## src/sv/scfl_pkg.sv

```systemverilog
// Shared types and constants for the size-class free-list allocator.
// Used by the top, the class table, the checker and the testbench; depends on nothing.
`default_nettype none

package scfl_pkg;

   // Heap geometry: the word address port is 12 bits, which fixes the heap size.
   localparam int ADDR_W     = 12;
   localparam int HEAP_WORDS = 4096;
   localparam int LINK_W     = ADDR_W + 1;
   localparam int HEAD_TOP_W = ADDR_W + 1;
   localparam int CLASS_W    = 4;
   localparam int SIZE_W     = 8;
   localparam int STATUS_W   = 2;

   localparam logic KIND_ALLOC = 1'b0;
   localparam logic KIND_FREE  = 1'b1;

   localparam logic [STATUS_W-1:0] STATUS_DONE      = 2'd0;
   localparam logic [STATUS_W-1:0] STATUS_BAD_SIZE  = 2'd1;
   localparam logic [STATUS_W-1:0] STATUS_EXHAUSTED = 2'd2;

   // Command from the sequencer to the class table at the end of a request.
   typedef struct packed {
      logic               commit;
      logic               is_free;
      logic [CLASS_W-1:0] cls;
      logic [ADDR_W-1:0]  free_addr;
      logic [LINK_W-1:0]  link_data;
   } tbl_cmd_type;

   // Outcome computed by the class table for the request in hand.
   typedef struct packed {
      logic [ADDR_W-1:0]   address;
      logic [STATUS_W-1:0] status;
      logic [LINK_W-1:0]   op_head;
   } tbl_rsp_type;

endpackage

`default_nettype wire

```

## src/sv/scfl_class_table.sv

```systemverilog
// Per-class list heads, carve cursors and the heap bump pointer, with the
// allocate and free decision logic. Depends on scfl_pkg.
`default_nettype none

module scfl_class_table #(
   parameter int SIZE_CLASSES = 4,
   parameter int CHUNK_WORDS  = 508
) (
   input  wire logic                          clock,
   input  wire logic                          reset,
   input  wire logic [scfl_pkg::CLASS_W-1:0]  query_cls,
   output logic      [scfl_pkg::LINK_W-1:0]   query_head,
   input  wire scfl_pkg::tbl_cmd_type         cmd,
   output scfl_pkg::tbl_rsp_type              rsp
);

   localparam int CW  = (SIZE_CLASSES > 1) ? $clog2(SIZE_CLASSES) : 1;
   localparam int CLW = $clog2(CHUNK_WORDS + 1);
   localparam int HTW = scfl_pkg::HEAD_TOP_W;
   localparam int AW  = scfl_pkg::ADDR_W;

   logic [scfl_pkg::LINK_W-1:0] head_ff   [SIZE_CLASSES];
   logic [scfl_pkg::LINK_W-1:0] head_in   [SIZE_CLASSES];
   logic [AW-1:0]               cursor_ff [SIZE_CLASSES];
   logic [AW-1:0]               cursor_in [SIZE_CLASSES];
   logic [CLW-1:0]              left_ff   [SIZE_CLASSES];
   logic [CLW-1:0]              left_in   [SIZE_CLASSES];
   logic [CLW-1:0]              carve_count [SIZE_CLASSES];
   logic [HTW-1:0]              heap_top_ff;
   logic [HTW-1:0]              heap_top_in;

   // Elements per chunk for each class, fixed at elaboration.
   for (genvar c = 0; c < SIZE_CLASSES; c++) begin : g_count
      localparam int Count = CHUNK_WORDS / (c + 1);
      assign carve_count[c] = CLW'(Count);
   end

   assign query_head = head_ff[query_cls[CW-1:0]];

   always_comb begin
      logic [CW-1:0]               oc;
      logic [scfl_pkg::LINK_W-1:0] head;
      logic [AW-1:0]               elem_words;
      logic [HTW:0]                top_sum;
      logic                        chunk_fits;

      oc         = cmd.cls[CW-1:0];
      head       = head_ff[oc];
      elem_words = AW'(oc) + AW'(1);
      top_sum    = {1'b0, heap_top_ff} + (HTW+1)'(CHUNK_WORDS);
      chunk_fits = (carve_count[oc] != '0) && (top_sum <= (HTW+1)'(scfl_pkg::HEAP_WORDS));

      for (int c = 0; c < SIZE_CLASSES; c++) begin
         head_in[c]   = head_ff[c];
         cursor_in[c] = cursor_ff[c];
         left_in[c]   = left_ff[c];
      end
      heap_top_in = heap_top_ff;

      rsp.op_head = head;
      rsp.address = '0;
      rsp.status  = scfl_pkg::STATUS_DONE;

      if (cmd.is_free) begin
         head_in[oc] = {1'b1, cmd.free_addr};
      end else if (head[AW]) begin
         // Pop: the link read from the heap word becomes the new head.
         rsp.address = head[AW-1:0];
         head_in[oc] = cmd.link_data;
      end else if (left_ff[oc] == '0) begin
         if (chunk_fits) begin
            rsp.address  = heap_top_ff[AW-1:0];
            cursor_in[oc] = heap_top_ff[AW-1:0] + elem_words;
            left_in[oc]   = carve_count[oc] - CLW'(1);
            heap_top_in   = top_sum[HTW-1:0];
         end else begin
            rsp.status = scfl_pkg::STATUS_EXHAUSTED;
         end
      end else begin
         rsp.address  = cursor_ff[oc];
         cursor_in[oc] = cursor_ff[oc] + elem_words;
         left_in[oc]   = left_ff[oc] - CLW'(1);
      end
   end

   always_ff @(posedge clock) begin
      if (reset) begin
         for (int c = 0; c < SIZE_CLASSES; c++) begin
            head_ff[c]   <= '0;
            cursor_ff[c] <= '0;
            left_ff[c]   <= '0;
         end
         heap_top_ff <= '0;
      end else if (cmd.commit) begin
         for (int c = 0; c < SIZE_CLASSES; c++) begin
            head_ff[c]   <= head_in[c];
            cursor_ff[c] <= cursor_in[c];
            left_ff[c]   <= left_in[c];
         end
         heap_top_ff <= heap_top_in;
      end
   end

endmodule

`default_nettype wire

```

## config.mk

```make
export PLATFORM = sky130hd
export DESIGN_NAME = scfl_class_table
export DESIGN_NICKNAME = d
export VERILOG_FILES = /design/src/sv/scfl_pkg.sv /design/src/sv/scfl_class_table.sv
export SDC_FILE = /design/constraint.sdc
export NUM_CORES = 1
export LEC_CHECK = 0
export BUFFER_PORTS_ARGS = -buffer_cell sky130_fd_sc_hd__buf_2
export CORE_ASPECT_RATIO = 0.75
export CORE_MARGIN = 2
export CORE_UTILIZATION = 60
export CTS_BUF_LIST = sky130_fd_sc_hd__clkbuf_2 sky130_fd_sc_hd__clkbuf_4 sky130_fd_sc_hd__clkbuf_8
export CTS_CLUSTER_SIZE = 28
export DETAILED_ROUTE_END_ITERATION = 8
export PLACE_DENSITY = 0.8
export SLEW_MARGIN = 40
export SYNTH_ARGS = -nofsm -noshare
export SYNTH_HDL_FRONTEND = slang
export SYNTH_SLANG_ARGS = --single-unit
```

## constraint.sdc

```tcl
create_clock -name clock -period 12.3 [get_ports clock]
set_clock_uncertainty 0.2 [all_clocks]
set_input_delay 1.845 -clock clock [delete_from_list [all_inputs] [get_ports clock]]
set_output_delay 1.845 -clock clock [all_outputs]
set_load 0.005 [all_outputs]
```

* Word-level counts from Yosys, hierarchy flattened *
Memory sizes are Yosys's and may differ from the RTL's.
Index checks and enable logic that the tools add are counted.

cells by class
  add/subtract/negate cells = 6
  order comparisons = 3
  bitwise logic cells = 15
  reductions and logical operators = 5
  mux-type cells = 49

operators with widths
  cell                     count
  $mux W48                 4
  $mux W36                 4
  $bwmux W52               2
  $mux W52                 2
  $bwmux W48               2
  $mux W12                 8
  $bwmux W36               2
  $mux W13                 5
  $mux W9                  7
  $demux W13 S2            1
  $add A12 B3 Y12          2
  $demux W12 S2            1
  $bmux W9 S2              1
  $demux W9 S2             1
  $sub A9 B1 Y9 const B    2
  $add A13 B9 Y14 const B  1
  $le A14 B13 Y1 const B   1
  $mux W14                 1
  $or A1 B1 Y1             12
  $logic_not A9 Y1         1
  $reduce_bool A9 Y1       1
  $mux W2                  3
  $mux W1                  5
  $reduce_and A5 Y1        1
  other kinds (6)          8

word-level totals
  memory bits (writable) = 136
  memories = 3
  output and inout port bits = 40
  register bits = 13
  word-level logic and storage cells = 82
  input port bits = 37

memory list
  name       words  bits a word  read ports  clocked after memory_dff  wr ports  line                    text
  head_ff    4      13           6           0                         4         scfl_class_table.sv:22  logic [scfl_pkg::LINK_W-1:0] head_ff [SIZE_CLASSES];
  cursor_ff  4      12           5           0                         4         scfl_class_table.sv:24  logic [AW-1:0] cursor_ff [SIZE_CLASSES];
  left_ff    4      9            5           0                         4         scfl_class_table.sv:26  logic [CLW-1:0] left_ff [SIZE_CLASSES];

* Depth between registers and ports, before layout *
  word-level depth = 11
  mapped depth = 13
  mapped depth without buffers = 9

* Worst setup path before layout *
OpenSTA, ideal clock, no wires.

  path type = input to output
  from = input cmd[25] (netlist bit)
  to = output rsp[18] (netlist bit)
  path slack = 5778 ps
  path buffers = 3
  stages = 10
  arrival time = 4477 ps
  cell sequence = buf_6 -> buf_2 -> mux4_2 -> inv_1 -> ha_1 -> nand4_1 -> a211o_1 -> buf_2 -> or3_1 -> a311oi_1

RTL lines
  element             line                    text
  start: declaration  scfl_class_table.sv:13  input wire scfl_pkg::tbl_cmd_type cmd,
  end: declaration    scfl_class_table.sv:14  output scfl_pkg::tbl_rsp_type rsp

==> metrics.txt <==
status=finished, final reports clean; Post-CTS Setup Repair Bufs=0; Setup TNS=0 ns; DRT Wirelength=22,900 um; total track usage=28.9%; Cell Area, Placed=roughly 9700 um2; post-DR vias/cell=6.72; number of synthesized flops with an enable pin=approximately 140; Async S/R FF share, synth=0%; final instance area=~10,000 um2; Placement Rows=39; initial antenna violation count=0; area leader, netlist=edfxtp_1; Fillers=around 1,100; die width=roughly 150 um; Min-Delay Path Class=flop to flop; slowest cell on the critical path=a211oi_4; io pins=77; Detailed Route Iter0 Violations=952; Worst path max stage delay=~0.65 ns; placer congestion estimate=roughly 0.90; Setup CP Type=input pin to primary output; fin crit period=roughly 7.3 ns; GRT overflow=0; Syn Inst Count=approximately 840; area occupied by registers=4300 um2; Net Count, Synth=approximately 890; clock buffer depth=2; critical path fanouts, max=39; cell family with most CP delay=buffers and inverters; WHS=roughly 0.35 ns; Buf/Inv on CP=5; CTS tree=built; Starting Density=roughly three fifths; Fmax=about 140 MHz; r2r setup slk=8.42 ns; CTS Root Cell=clkbuf_8; H-tree depth=4; Synth top cells by count=136 x edfxtp_1, 132 x nor2_1, 76 x a211oi_1; Initial DRT Pass Iterations=5; critical path cell sequence=buf_2 > buf_6 > mux4_2 > inv_1 > ha_1 > nand4_1 > a211oi_4 > buf_4 > nand2_1 > a2bb2oi_1 > o21ai_0 > buf_2; largest net degree at the start of global routing=63; CTS buffer count=17; CP Capture Type=primary output; wire length per cell=approximately 21 um; top-count cell post-synth=edfxtp_1; die height=approximately 110 um; post-synth top area share=44.2%; post-cts resize count=0; Final HPWL DP=between 10,000 and 15,000 um; Post-synth top flop=edfxtp_1; cts hold-fix bufs=0; Clock Sinks=147; CP Data Required Time=10.26 ns; first-pass GRT wire length=approximately 38,000 um; Max Cap Viol=0; vias in the first global route=roughly 7,000; Remaining DRCs=0; CP dominant cell by count=buf_2; relative slew slack=between 40% and 50%; Multi-input gate area=between 4000 and 5000 um2; power per cell area=121 nW/um2; synthesized cell area=9230 um2; ANT nets after route=0; Final Core Density=66.6%; worst slew pin tran=0.797 ns; # port buffers=just over 70; startpoint types=input pin; Synth area leaders=edfxtp_1 44%, mux4_2 11%, a211oi_1 6.2%; register area share after synthesis=~47%; Synthesis Warnings=0; max-slew violations=0; Worst-path clk slew=0.10 ns; Antenna Cells=0; Fin. Hold Viols=0; area of the die=around 16,000 um2; RSZ-0062 raised after global routing=false; maximum VDD drop=~0.000075 V; Final period util=~60%; post-synthesis cell type count=between 50 and 60; CP arrival=roughly 5.3 ns; Core Region=between 15,000 and 20,000 um2; Layout Nets=approximately 900; Pleak=3.69 nW; vias=a little over 7,000; Seq cells post-synth=~150; count of final setup violators=0; Reg2Reg Depth=10; layout cell share with drive strength beyond 1=20.4%; Synth-to-Final Area Change=9.19%; worst hold stages=2; critical path depth=12; Clock Latency Late Sink=about 0.46 ns; syn_area_per_cell=~11 um2
-- report_power, final --
group | switching (W) | internal [W]
registers | 0.0000243 | 0.000592
logic | 0.000147 | 0.0000988
clock network | 0.000212 | 0.000144
-- worst reg2reg max path, stage by stage (launching register included) --
cell and delay, ns:
dfxtp_1 0.41, inv_1 0.16, ha_1 0.24, nor3b_1 0.62, o21a_1 0.23, o211ai_1 0.10, a31oi_2 0.54, buf_4 0.31
nand2_1 0.10, a21o_4 0.37, buf_16 0.28
-- stage by stage --
stage,cells,setup slack [ns],power [W]
final,1082,4.96,0.00122
after global routing,1082,4.66,0.00127
after CTS,1082,4.77,0.00122
after detailed placement,1050,4.79,0.000868
after global placement,1046,4.69,0.000852
after floorplan,836,5.78,0.000792
-- placed cells by master, fill, tap and decap left out, types with 5 or more instances in the layout --
cell,count
edfxtp_1,136
buf_2,71
mux2i_1,47
nand2_1,43
ha_1,10
a211oi_1,76
dfxtp_1,11
or3_1,6
nor3_1,5
nor2_1,132
buf_4,9
xnor2_1,11
o21ai_0,27
mux4_2,45
nand2b_1,5
inv_6,5
inv_1,13
a311oi_1,8
nand3b_1,17
a21oi_1,37
o211ai_1,5
or4_1,6
o31ai_1,12
xor2_1,10
nor2b_1,10
nand3_1,15
nand4_1,7
nor3b_1,8
clkbuf_8,17
-- path summary, 6_finish.rpt --
path | start | end
min reg2reg | heap_top_ff[12] | heap_top_ff[12]
min | heap_top_ff[12] | heap_top_ff[12]
max | cmd[25] | rsp[17]
max reg2reg | heap_top_ff[3] | left_ff[1][3]
-- routing by layer --
layer  track usage (%)  vias up  wire length [um]
met5                 0        -                 0
met4              9.68        0               365
met3              5.90       43              2040
met2              43.6      391             10700
met1              42.4     3563              9800
li1                  -     3279                 -
-- flip-flops by register name (all words and copies together), names as in the netlist --
| register | flops |
|---|---|
| cursor_ff | 48 |
| head_ff | 52 |
| heap_top_ff | 11 |
| left_ff | 36 |
-- kinds of logic after synthesis --
group	Yosys count	synth area share, %
flops	147	46.6
xor+xnor	21	1.99
buf+inv	88	3.84
mux	96	16.6
simple gates	267	13.6
fa+ha+maj	15	2.11
other cells	1	0.0406
compound gates	201	15.2
-- cell type report --
| cell class | count | area share (%) |
|---|---|---|
| Tap cell | 205 | 2.55 |
| Timing Repair Buffer | 84 | 4.98 |
| Multi-Input combinational cell | 601 | 45.7 |
| Clock inverter | 15 | 1.22 |
| Clock buffer | 17 | 2.32 |
| Sequential cell | 147 | 42.7 |
| Inverter | 13 | 0.484 |
Note: power is estimated with default switching activity, not from simulation.
